## config.mk

```make
export PLATFORM = sky130hd
export DESIGN_NAME = chm_out_reg
export DESIGN_NICKNAME = d
export VERILOG_FILES = /design/src/rtl/assert_macros.svh /design/src/rtl/chm_pkg.sv /design/src/rtl/chm_out_reg.sv
export SDC_FILE = /design/constraint.sdc
export NUM_CORES = 1
export LEC_CHECK = 0
export ABC_AREA = 1
export BUFFER_PORTS_ARGS = -buffer_cell sky130_fd_sc_hd__buf_4
export CAP_MARGIN = 10
export CORE_AREA = 4 4 57 59
export DETAILED_ROUTE_END_ITERATION = 10
export DIE_AREA = 0 0 61 63
export GPL_ROUTABILITY_DRIVEN = 0
export PLACE_DENSITY = 0.73
export SYNTH_ARGS = -nofsm -noshare
export SYNTH_HDL_FRONTEND = slang
export SYNTH_SLANG_ARGS = --single-unit
```

## constraint.sdc

```tcl
create_clock -name aclk -period 1.4 [get_ports aclk]
set_clock_uncertainty 0.1 [all_clocks]
set_input_delay 0.07 -clock aclk [delete_from_list [all_inputs] [get_ports aclk]]
set_output_delay 0.07 -clock aclk [all_outputs]
set_load 0.05 [all_outputs]
```

## src/rtl/assert_macros.svh

```systemverilog
// Assertion helpers, clocked on aclk and disabled during reset
`ifndef ASSERT_MACROS_SVH
`define ASSERT_MACROS_SVH

`define CHM_ASSERT_NOW(lbl, prop, msg) \
    lbl: assert property (@(posedge aclk) disable iff (!aresetn) (prop)) else $error(msg);

`define CHM_ASSERT_IMPL(lbl, ante, cons, msg) \
    lbl: assert property (@(posedge aclk) disable iff (!aresetn) (ante) |-> (cons)) \
        else $error(msg);

`define CHM_ASSERT_NEXT(lbl, ante, cons, msg) \
    lbl: assert property (@(posedge aclk) disable iff (!aresetn) (ante) |=> (cons)) \
        else $error(msg);

`endif

```

## src/rtl/chm_pkg.sv

```systemverilog
package chm_pkg;

    localparam int KIND_W   = 2;
    localparam int STATUS_W = 2;

    localparam logic [KIND_W-1:0] K_INSERT = 2'd0;
    localparam logic [KIND_W-1:0] K_LOOKUP = 2'd1;
    localparam logic [KIND_W-1:0] K_REMOVE = 2'd2;

    localparam logic [STATUS_W-1:0] S_OK    = 2'd0;
    localparam logic [STATUS_W-1:0] S_FOUND = 2'd1;
    localparam logic [STATUS_W-1:0] S_MISS  = 2'd2;
    localparam logic [STATUS_W-1:0] S_FULL  = 2'd3;

endpackage

```

## src/rtl/chm_out_reg.sv

```systemverilog
module chm_out_reg #(
    parameter int DW = 32
) (
    input  logic                          aclk,
    input  logic                          aresetn,
    input  logic                          load_i,
    input  logic [DW-1:0]                 data_i,
    input  logic [chm_pkg::STATUS_W-1:0]  user_i,
    output logic                          room_o,
    output logic                          m_tvalid,
    input  logic                          m_tready,
    output logic [DW-1:0]                 m_tdata,
    output logic [chm_pkg::STATUS_W-1:0]  m_tuser
);
    import chm_pkg::*;

    logic                valid_reg;
    logic [DW-1:0]       data_reg;
    logic [STATUS_W-1:0] user_reg;

    assign room_o   = !valid_reg || m_tready;
    assign m_tvalid = valid_reg;
    assign m_tdata  = data_reg;
    assign m_tuser  = user_reg;

    always_ff @(posedge aclk) begin
        if (!aresetn) begin
            valid_reg <= 1'b0;
        end else if (load_i) begin
            valid_reg <= 1'b1;
        end else if (m_tready) begin
            valid_reg <= 1'b0;
        end
    end

    always_ff @(posedge aclk) begin
        if (load_i) begin
            data_reg <= data_i;
            user_reg <= user_i;
        end
    end

endmodule

```

**Yosys cells after proc, flatten, opt, wreduce, memory -nomap -nowiden**

Index checks and enable logic that the tools add are counted.

- Bitwise logic cells: 0
- Reductions and logical operators: 3
- Div/mod/pow operators: 0
- Multiplexer cells: 2
- Add/subtract/negate cells: 0
- Equal/unequal tests: 0
- Shifts and indexed selects: 0
- Magnitude comparators: 0
- Multiply operators: 0

Operator list:

| operator | count |
|---|---|
| $mux W1 | 2 |
| $reduce_bool A2 Y1 | 1 |
| $logic_not A1 Y1 | 1 |
| $logic_or A1 B1 Y1 | 1 |

- Memories kept: 0
- RAM bits: 0
- Bits in latches: 0
- Register bits: 35
- Output and inout bits: 36
- Memory bits (read-only): 0

**Logic depth before layout (Yosys ltp)**

Gate-level depths: netlist (run 1).

- Depth after elaboration: 2
- Mapped depth: 3
- Depth with buffers taken out: 3

**Least setup slack after synthesis (run 1)**

OpenSTA, ideal clock, no wires.

- Path type: reg2reg
- Start point: register, netlist name m_tvalid
- End point: register valid_reg (netlist: m_tvalid)
- Slack: 0.134 ns
- Stages on the path, launching flop included: 3
- Data required time: 1.233 ns
- Arrival: 1.100 ns
- Buffers on the path: 0
- Library setup time: 0.067 ns
- Path through: dfxtp_1 -> nand2_2 -> a21oi_2

RTL lines:

| element | RTL line | source |
|---|---|---|
| end signal, assigned | chm_out_reg.sv:28 | `valid_reg <= 1'b0;` |
| end signal, assigned | chm_out_reg.sv:30 | `valid_reg <= 1'b1;` |
| end signal, assigned | chm_out_reg.sv:32 | `valid_reg <= 1'b0;` |
| end, declared | chm_out_reg.sv:17 | `logic valid_reg;` |

==> results of run 1 <==
path summary, 6_finish.rpt:
path / from / to / slack [ns] / depth (start not counted)
min: load_i / m_tdata[5] / 0.09 / 1
min reg2reg: m_tvalid / m_tvalid / 0.98 / 3
max: m_tvalid / m_tvalid / 0.13 / 3
max reg2reg: m_tvalid / m_tvalid / 0.13 / 3
Yosys cell counts, drive strengths merged:
library cell and count:
edfxtp 34, inv 3, nand2 1, dfxtp 1, a21oi 1
state kept, by name, indices dropped and copies added (netlist names):
register / flops
m_tuser: 2
m_tdata: 32
m_tvalid: 1
metrics by stage:
step / cell area [sq um] / hold slack (ns) / total power (uW)
2_1_floorplan: 1067 / 0.06887 / 1585
3_3_place_gp: 1654 / 0.1482 / 1802
3_5_place_dp: 1654 / 0.1493 / 1807
4_1_cts: 2091 / 0.07624 / 2575
5_1_grt: 2091 / 0.07913 / 2656
6_report: 2091 / 0.09025 / 2561
worst reg2reg max path, delay by kind of cell, from the launching register on:
family | cells | cell delay, ns
buffers and inverters | 1 | 0.55
DFF | 1 | 0.37
AOI/OAI and AO/OA | 1 | 0.12
and+or+nand+nor | 1 | 0.09
final cells by class:
class	count	area, sq um	area share, %
clock buffers	5	37.54	1.795
clock inverters	3	38.79	1.855
inverters	3	11.26	0.5386
multi-input cells	2	15.01	0.7181
flip-flops and latches	35	1041	49.79
well taps	31	38.79	1.855
repair buffers	109	908.4	43.45
metal layers:
layer | GRT usage, % | vias to the layer above | part of all wire (%)
met1 | 16.46 | 371 | 35
met5 | 0 | - | 0
met3 | 11.78 | 5 | 17
met2 | 25.00 | 58 | 46
met4 | 10.57 | 0 | 2.2
li1 | - | 386 | -
placed cells by master, fill, tap and decap left out:
cell type       n
buf_4          73
clkinv_1        1
clkbuf_4        5
bufinv_16       1
inv_1           3
a21oi_2         1
dlygate4sd3_1  36
nand2_2         1
dfxtp_1         1
clkinv_2        1
edfxtp_1       34
cell families (layout without fill, tap and decap cells):
logic type | after synthesis | after routing | share of synthesized area (%)
DFF | 35 | 35 | 97.54
and+or+nand+nor | 1 | 1 | 0.5865
buffers and inverters | 3 | 120 | 1.055
AOI/OAI and AO/OA | 1 | 1 | 0.8208
power groups by stage:
stage | clock [uW] | combinational, uW | sequential, uW
floorplan | 0 | 9.84 | 1580
global placement | 0 | 520 | 1280
detailed placement | 0 | 523 | 1280
CTS | 711 | 602 | 1260
global route | 754 | 631 | 1270
finish | 690 | 608 | 1260
==> results_dict.tcl, run 1 <==
set metrics [dict create \
    worst_ep_arrival_time_ns 1.45 \
    wire_per_inst_um 15.40 \
    combPwrFrac_pct 23.7 \
    rsz0062_at_grt "false" \
    synth_fp_nets 78 \
    worstPathRequired_ns 1.58 \
    yosysSeqAreaShare_pct 97.54 \
    final_core_util_pct 77.15 \
    setup.worst_path.class "reg -> reg" \
    yosysTopAreaCell "edfxtp_1" \
    synth.avg_cell_area_sq_um 26.68 \
    timing.final.crit_share_pct 90.75 \
    fmax_ghz 0.7871 \
    netlist_instances 40 \
    pwr-share-seq_pct 49.3 \
    max_stage_delay_ns 0.55 \
    postRouteAntennaNets 0 \
    grt-ovfl-total 0 \
    cts-root-buf "clkbuf_4" \
    clkTransAtPathRegs_ns 0.11 \
    timing.final.crit_period_ns 1.271 \
    hp-class "in -> reg" \
    path_delay_family "buffers and inverters" \
    fin_setup_tns_ns 0 \
    n_fill_cell 156 \
    pin_count 74 \
    cp-end-kind "flip-flop" \
    rows 19 \
    n_antenna_cell 0 \
    power_density_nw_per_um2 1225 \
    path_buf_inv 1 \
    dp_slack_ns 0.4960 \
    initial_utilization_pct 39.38 \
    final_cells 188 \
    hold_viol 0 \
    yosys.area.top_type_share_pct 95.66 \
    nets 194 \
    grt_max_degree 36 \
    die_height_um 63 \
    dp_hpwl_mm 1.593 \
    power_leakage_uw 0.0009053 \
    power_switching_uw 723.0 \
    cts-buffers-inserted 5 \
    maxSlewViolCount 0 \
    cp_slowest_cell "dlygate4sd3_1" \
    cts_setup_buffers 0 \
    maxCapViolations 0 \
    cp-start-kind "flip-flop" \
    cts_buffer_depth 2 \
    setup_viol 0 \
    clock_sinks 35 \
    cts_tree "built" \
    outcome "complete, no violations" \
    grt_pass1_wl_mm 4.353 \
    layout_setup_ws_ns 0.1295 \
    yosysUniqueCellTypes 5 \
    fp.coreArea_sq_um 2710 \
    drc 0 \
    io_buffer_count 73 \
    area_growth_pct 95.90 \
    synth.area.top_cells "edfxtp_1, dfxtp_1, inv_1" \
    dr_total_vias 820 \
    internal_power_uw 1838 \
    yosysWarnings 0 \
    mappedNetlistArea_sq_um 1067 \
    grt_util_all_layers_pct 16.84 \
    drive_above_1_share_pct 52.23 \
    cts_resized 0 \
    ys_ff_latch 35 \
    path_cells "nand2_2 -> a21oi_2 -> dlygate4sd3_1" \
    htreeDepth 2 \
    clockPowerShare_pct 27.0 \
    p_sw_share_pct 28.24 \
    chipWidth_um 61 \
    grt_pass1_vias 919 \
    fp.dieArea_sq_um 3843 \
    ir_drop_v 0.001126 \
    relSlewSlack_pct 72.17 \
    dpl.cell_count 144 \
    crit_fanout 2 \
    wirelength_mm 2.895 \
    clkLatencyLatePin_ns 0.33 \
    antenna_found_initial 0 \
    tightest_slew_ns 0.4174 \
    drtIter0Drc 15 \
    drt_pass1_iterations 4 \
    cts_hold_buf 36 \
    via_per_inst 4.362 \
]
Power figures use the tool's default switching activity.
==> inputs of run 2 (changes only) <==
--- a/config.mk
+++ b/config.mk
@@ -8,11 +8,11 @@
 export ABC_AREA = 1
 export BUFFER_PORTS_ARGS = -buffer_cell sky130_fd_sc_hd__buf_4
 export CAP_MARGIN = 10
-export CORE_AREA = 4 4 57 59
+export CORE_AREA = 2 2 58 55
 export DETAILED_ROUTE_END_ITERATION = 10
-export DIE_AREA = 0 0 61 63
+export DIE_AREA = 0 0 60 57
 export GPL_ROUTABILITY_DRIVEN = 0
-export PLACE_DENSITY = 0.73
+export PLACE_DENSITY = 0.72
 export SYNTH_ARGS = -nofsm -noshare
 export SYNTH_HDL_FRONTEND = slang
 export SYNTH_SLANG_ARGS = --single-unit
==> run 2 against run 1 <==
Net effect:
- non-clock buffer count is the same
- critical path type unchanged
- combinational power barely moved
- setup slack better by 0.0047 ns
- clock power increased by 30%
- design area up 2.0%
==> results_dict.tcl, run 2 (synthesis gave the netlist of run 1 again) <==
set metrics [dict create \
    io_buffer_count 73 \
    rows 19 \
    setup.worst_path.class "reg -> reg" \
    timing.final.crit_period_ns 1.266 \
    clockPowerShare_pct 32.4 \
    fp.coreArea_sq_um 2877 \
    cts_tree "built" \
    cp-end-kind "flip-flop" \
    clkTransAtPathRegs_ns 0.11 \
    via_per_inst 4.005 \
    pin_count 74 \
    combPwrFrac_pct 21.9 \
    postRouteAntennaNets 0 \
    setup_viol 0 \
    power_density_nw_per_um2 1297 \
    ir_drop_v 0.0008582 \
    n_antenna_cell 0 \
    nets 194 \
    antenna_found_initial 0 \
    drtIter0Drc 21 \
    outcome "complete, no violations" \
    n_fill_cell 168 \
    fp.dieArea_sq_um 3420 \
    final_cells 199 \
    die_height_um 57 \
    initial_utilization_pct 37.10 \
    final_cell_mix "buf_4, dlygate4sd3_1, edfxtp_1" \
    maxSlewViolCount 0 \
    wirelength_mm 2.730 \
    grt_pass1_vias 916 \
    fin_setup_tns_ns 0 \
    maxCapViolations 0 \
    cts-root-buf "clkbuf_4" \
    rsz0062_at_grt "false" \
    internal_power_uw 2025 \
    hp-class "in -> reg" \
    grt_util_all_layers_pct 17.94 \
    largest_reg_flops 32 \
    cts_buffer_depth 2 \
    crit_fanout 2 \
    clkLatencyLatePin_ns 0.34 \
    tightest_slew_ns 0.4284 \
    drive_above_1_share_pct 52.87 \
    cts-buffers-inserted 5 \
    wire_per_inst_um 13.72 \
    worstPathRequired_ns 1.59 \
    power_switching_uw 741.3 \
    htreeDepth 2 \
    worst_ep_arrival_time_ns 1.46 \
    grt_max_degree 36 \
    hold_viol 0 \
    power_leakage_uw 0.0009141 \
    final_common_cell "buf_4" \
    pwr-share-seq_pct 45.6 \
    fmax_ghz 0.7900 \
    area_growth_pct 99.88 \
    dr_total_vias 797 \
    dpl.cell_count 155 \
    cp-start-kind "flip-flop" \
    drc 0 \
    drt_pass1_iterations 2 \
    p_sw_share_pct 26.80 \
    relSlewSlack_pct 71.44 \
    grt-ovfl-total 0 \
    timing.final.crit_share_pct 90.42 \
    chipWidth_um 60 \
    clock_sinks 35 \
    grt_pass1_wl_mm 4.236 \
]
## run 2: path summary, 6_finish.rpt
kind                  from  slack [ns]     endpoint  cells after the start
setup / recovery  m_tvalid        0.13     m_tvalid                      3
hold / removal      load_i        0.09  m_tdata[23]                      1
setup reg to reg  m_tvalid        0.13     m_tvalid                      3
hold reg to reg   m_tvalid        0.97     m_tvalid                      3
## run 2: power groups by stage
| stage | sequential [uW] | clock, uW | combinational, uW |
|---|---|---|---|
| 6_report | 1260 | 898 | 606 |
| 5_1_grt | 1270 | 948 | 629 |
| 4_1_cts | 1260 | 912 | 602 |
| 3_5_place_dp | 1290 | 0 | 521 |
| 3_3_place_gp | 1280 | 0 | 517 |
| 2_1_floorplan | 1580 | 0 | 9.84 |
## run 2: final cells by class
class / instances / area [sq um] / share of cell area (%)
timing repair buffer: 109 / 908.4 / 42.58
multi-input combinational: 2 / 15.01 / 0.7038
clock buffer: 5 / 37.54 / 1.760
sequential: 35 / 1041 / 48.80
clock inverter: 3 / 67.56 / 3.167
inverter: 3 / 11.26 / 0.5279
tap: 42 / 52.55 / 2.463
## run 2: critical path, stage by stage (launching register included)
cell	delay (ns)
dfxtp_1	0.38
nand2_2	0.08
a21oi_2	0.11
dlygate4sd3_1	0.55
## run 2: what timing repair did
action	CTS	global route
hold buffers	36	0
resized for setup	0	0
hold endpoints to repair	35	0
buffers inserted	0	0
## run 2: through the flow
step | cell area [sq um] | hold WS (ns) | total power, uW | utilization [%] | worst slack [ns]
finish | 2133 | 0.09467 | 2767 | 74.16 | 0.1341
CTS | 2133 | 0.09276 | 2776 | 74.16 | 0.1664
floorplan | 1067 | 0.06887 | 1585 | - | 0.1337
global placement | 1668 | 0.1479 | 1799 | 57.98 | 0.5178
global route | 2133 | 0.08858 | 2848 | 74.16 | 0.1041
detailed placement | 1668 | 0.1492 | 1807 | 57.98 | 0.4842
## run 2: layer usage
metal | routed length (um) | GRT usage (%) | share of wire (%)
met5 | 0 | 0 | 0
met2 | 1407 | 29.35 | 52
met1 | 959 | 17.86 | 35
met3 | 319 | 9.977 | 12
met4 | 42 | 9.524 | 1.5
==> inputs of run 3 (changes only) <==
--- a/config.mk
+++ b/config.mk
@@ -6,13 +6,14 @@
 export NUM_CORES = 1
 export LEC_CHECK = 0
 export ABC_AREA = 1
-export BUFFER_PORTS_ARGS = -buffer_cell sky130_fd_sc_hd__buf_4
+export BUFFER_PORTS_ARGS = -buffer_cell sky130_fd_sc_hd__buf_2
 export CAP_MARGIN = 10
 export CORE_AREA = 2 2 58 55
 export DETAILED_ROUTE_END_ITERATION = 10
 export DIE_AREA = 0 0 60 57
 export GPL_ROUTABILITY_DRIVEN = 0
 export PLACE_DENSITY = 0.72
+export REMOVE_ABC_BUFFERS = 1
 export SYNTH_ARGS = -nofsm -noshare
 export SYNTH_HDL_FRONTEND = slang
 export SYNTH_SLANG_ARGS = --single-unit
==> run 3 against run 2 <==
Net effect:
- non-clock buffer count grew 1
- die area did not move
- via count up 0.25%
- sequential power hardly changed
- design area is 7.6% lower
- core utilization fell by 5.7 points
==> results_dict.tcl, run 3 (synthesis gave the netlist of run 1 again) <==
set metrics [dict create \
    setup_viol 0 \
    ff2ff_setup_slack_ns 0.16 \
    grt-ovfl-total 0 \
    hold_start "load_i" \
    ir_drop_v 0.001064 \
    fin_setup_tns_ns 0 \
    combPwrFrac_pct 19.8 \
    n_antenna_cell 0 \
    cp_slowest_cell "dlygate4sd3_1" \
    relSlewSlack_pct 82.54 \
    path_delay_family "buffers and inverters" \
    internal_power_uw 1956 \
    rr_worst_depth 3 \
    final_common_cell "buf_2" \
    wirelength_mm 2.559 \
    rows 19 \
    outcome "complete, no violations" \
    cp-start-kind "primary input" \
    cts-root-buf "clkbuf_4" \
    max_stage_delay_ns 0.55 \
    path_cells "dlygate4sd3_1 -> buf_2 -> inv_1 -> a21oi_2 -> dlygate4sd3_1" \
    hold_viol 0 \
    cts_tree "built" \
    rr_startpoint "m_tvalid" \
    register_area_sq_um 1041 \
    clockPowerShare_pct 33.1 \
    power_switching_uw 717.8 \
    top_layer "met4" \
    wl_met2_mm 1.282 \
    clkTransAtPathRegs_ns 0.11 \
    clock_sinks 35 \
    drtIter0Drc 12 \
    worst_ep_arrival_time_ns 1.36 \
    cts_resized 0 \
    tightest_slew_ns 0.2637 \
    power_leakage_uw 0.0008597 \
    hold_path_depth 2 \
    timing.final.crit_share_pct 88.59 \
    power_density_nw_per_um2 1357 \
    crit_fanout 1 \
    grt_max_degree 36 \
    final_cell_mix "buf_2, dlygate4sd3_1, edfxtp_1" \
    grt_pass1_wl_mm 3.857 \
    setup.worst_path.class "in -> reg" \
    dr_wl_met3_um 286 \
    p_sw_share_pct 26.85 \
    htreeDepth 2 \
    final_core_util_pct 68.51 \
    rsz0062_at_grt "false" \
    path_buf_inv 4 \
    cp_common_cell "dlygate4sd3_1" \
    clkLatencyLatePin_ns 0.32 \
    cp-end-kind "flip-flop" \
    drt-met1-wl_um 959 \
    fp.dieArea_sq_um 3420 \
    nets 195 \
    timing.final.crit_period_ns 1.240 \
    dp_hpwl_mm 1.351 \
    fmax_ghz 0.8063 \
    dr_total_vias 799 \
    die_height_um 57 \
    pin_count 74 \
    initial_utilization_pct 37.10 \
    hold_path_end "m_tdata[23]" \
    timing.rr.end "m_tvalid" \
    pwr-share-seq_pct 47.1 \
    n_fill_cell 195 \
    multi_input_area_sq_um 15.01 \
    io_buffer_count 73 \
    drt_pass1_iterations 2 \
    fp.coreArea_sq_um 2877 \
    maxSlewViolCount 0 \
    antenna_found_initial 0 \
    grt_util_all_layers_pct 16.50 \
    chipWidth_um 60 \
    cts_buffer_depth 2 \
    via_per_inst 3.995 \
    hp-class "in -> reg" \
    postRouteAntennaNets 0 \
    cts-buffers-inserted 5 \
    dpl.cell_count 156 \
    wire_per_inst_um 12.80 \
    grt_pass1_vias 843 \
    largest_reg_flops 32 \
    area_growth_pct 84.64 \
    worstPathRequired_ns 1.52 \
    drive_above_1_share_pct 53.16 \
    drc 0 \
    maxCapViolations 0 \
    final_cells 200 \
]
==> run 3: cell count changes in the layout (fill, tap and decap cells not counted) <==
cell / previous run / this run
buf_12: 0 / 1
buf_4: 73 / 0
buf_2: 0 / 73
==> run 3: timing repair <==
| item | in CTS | in global routing |
|---|---|---|
| hold endpoints to repair | 35 | 0 |
| hold buffers | 36 | 0 |
| endpoints found under the setup margin | 0 | 0 |
| buffers inserted | 0 | 0 |
==> run 3: routing by layer <==
layer	vias up	track usage (%)
met1	355	17.18
met3	4	10.20
met2	51	26.55
met4	0	6.667
li1	389	-
met5	-	0
==> run 3: layout make-up <==
class | instances | area share, %
Clock buffer | 5 | 1.905
Clock inverter | 3 | 3.429
Inverter | 3 | 0.5714
Multi-Input combinational cell | 2 | 0.7619
Sequential cell | 35 | 52.83
Tap cell | 42 | 2.667
Timing Repair Buffer | 110 | 37.84
==> run 3: worst max-delay path by stage <==
stage | from | to | slack (ns) | cells after the start
floorplan | m_tvalid | m_tvalid | 0.13 | 2
global placement | m_tvalid | room_o | 0.61 | 2
detailed placement | load_i | m_tdata[11] | 0.60 | 2
CTS | m_tvalid | m_tvalid | 0.19 | 3
global route | m_tvalid | m_tvalid | 0.11 | 3
finish | aresetn | m_tvalid | 0.16 | 5
==> run 3: through the flow <==
| stage | total power [uW] | cell area, sq um | hold slack (ns) | worst slack [ns] |
|---|---|---|---|---|
| after floorplan | 1585 | 1067 | 0.06887 | 0.1337 |
| after global placement | 1724 | 1505 | 0.1461 | 0.6096 |
| after detailed placement | 1732 | 1505 | 0.1481 | 0.5980 |
| after CTS | 2695 | 1971 | 0.08500 | 0.1903 |
| after global routing | 2768 | 1971 | 0.09582 | 0.1119 |
| final | 2673 | 1971 | 0.1170 | 0.1597 |
==> run 3: power groups by stage <==
stage	Combinational, uW	Sequential, uW	Clock, uW
after global placement	447	1280	0
after CTS	527	1260	910
final	531	1260	884
after detailed placement	451	1280	0
after floorplan	9.84	1580	0
after global routing	551	1270	949
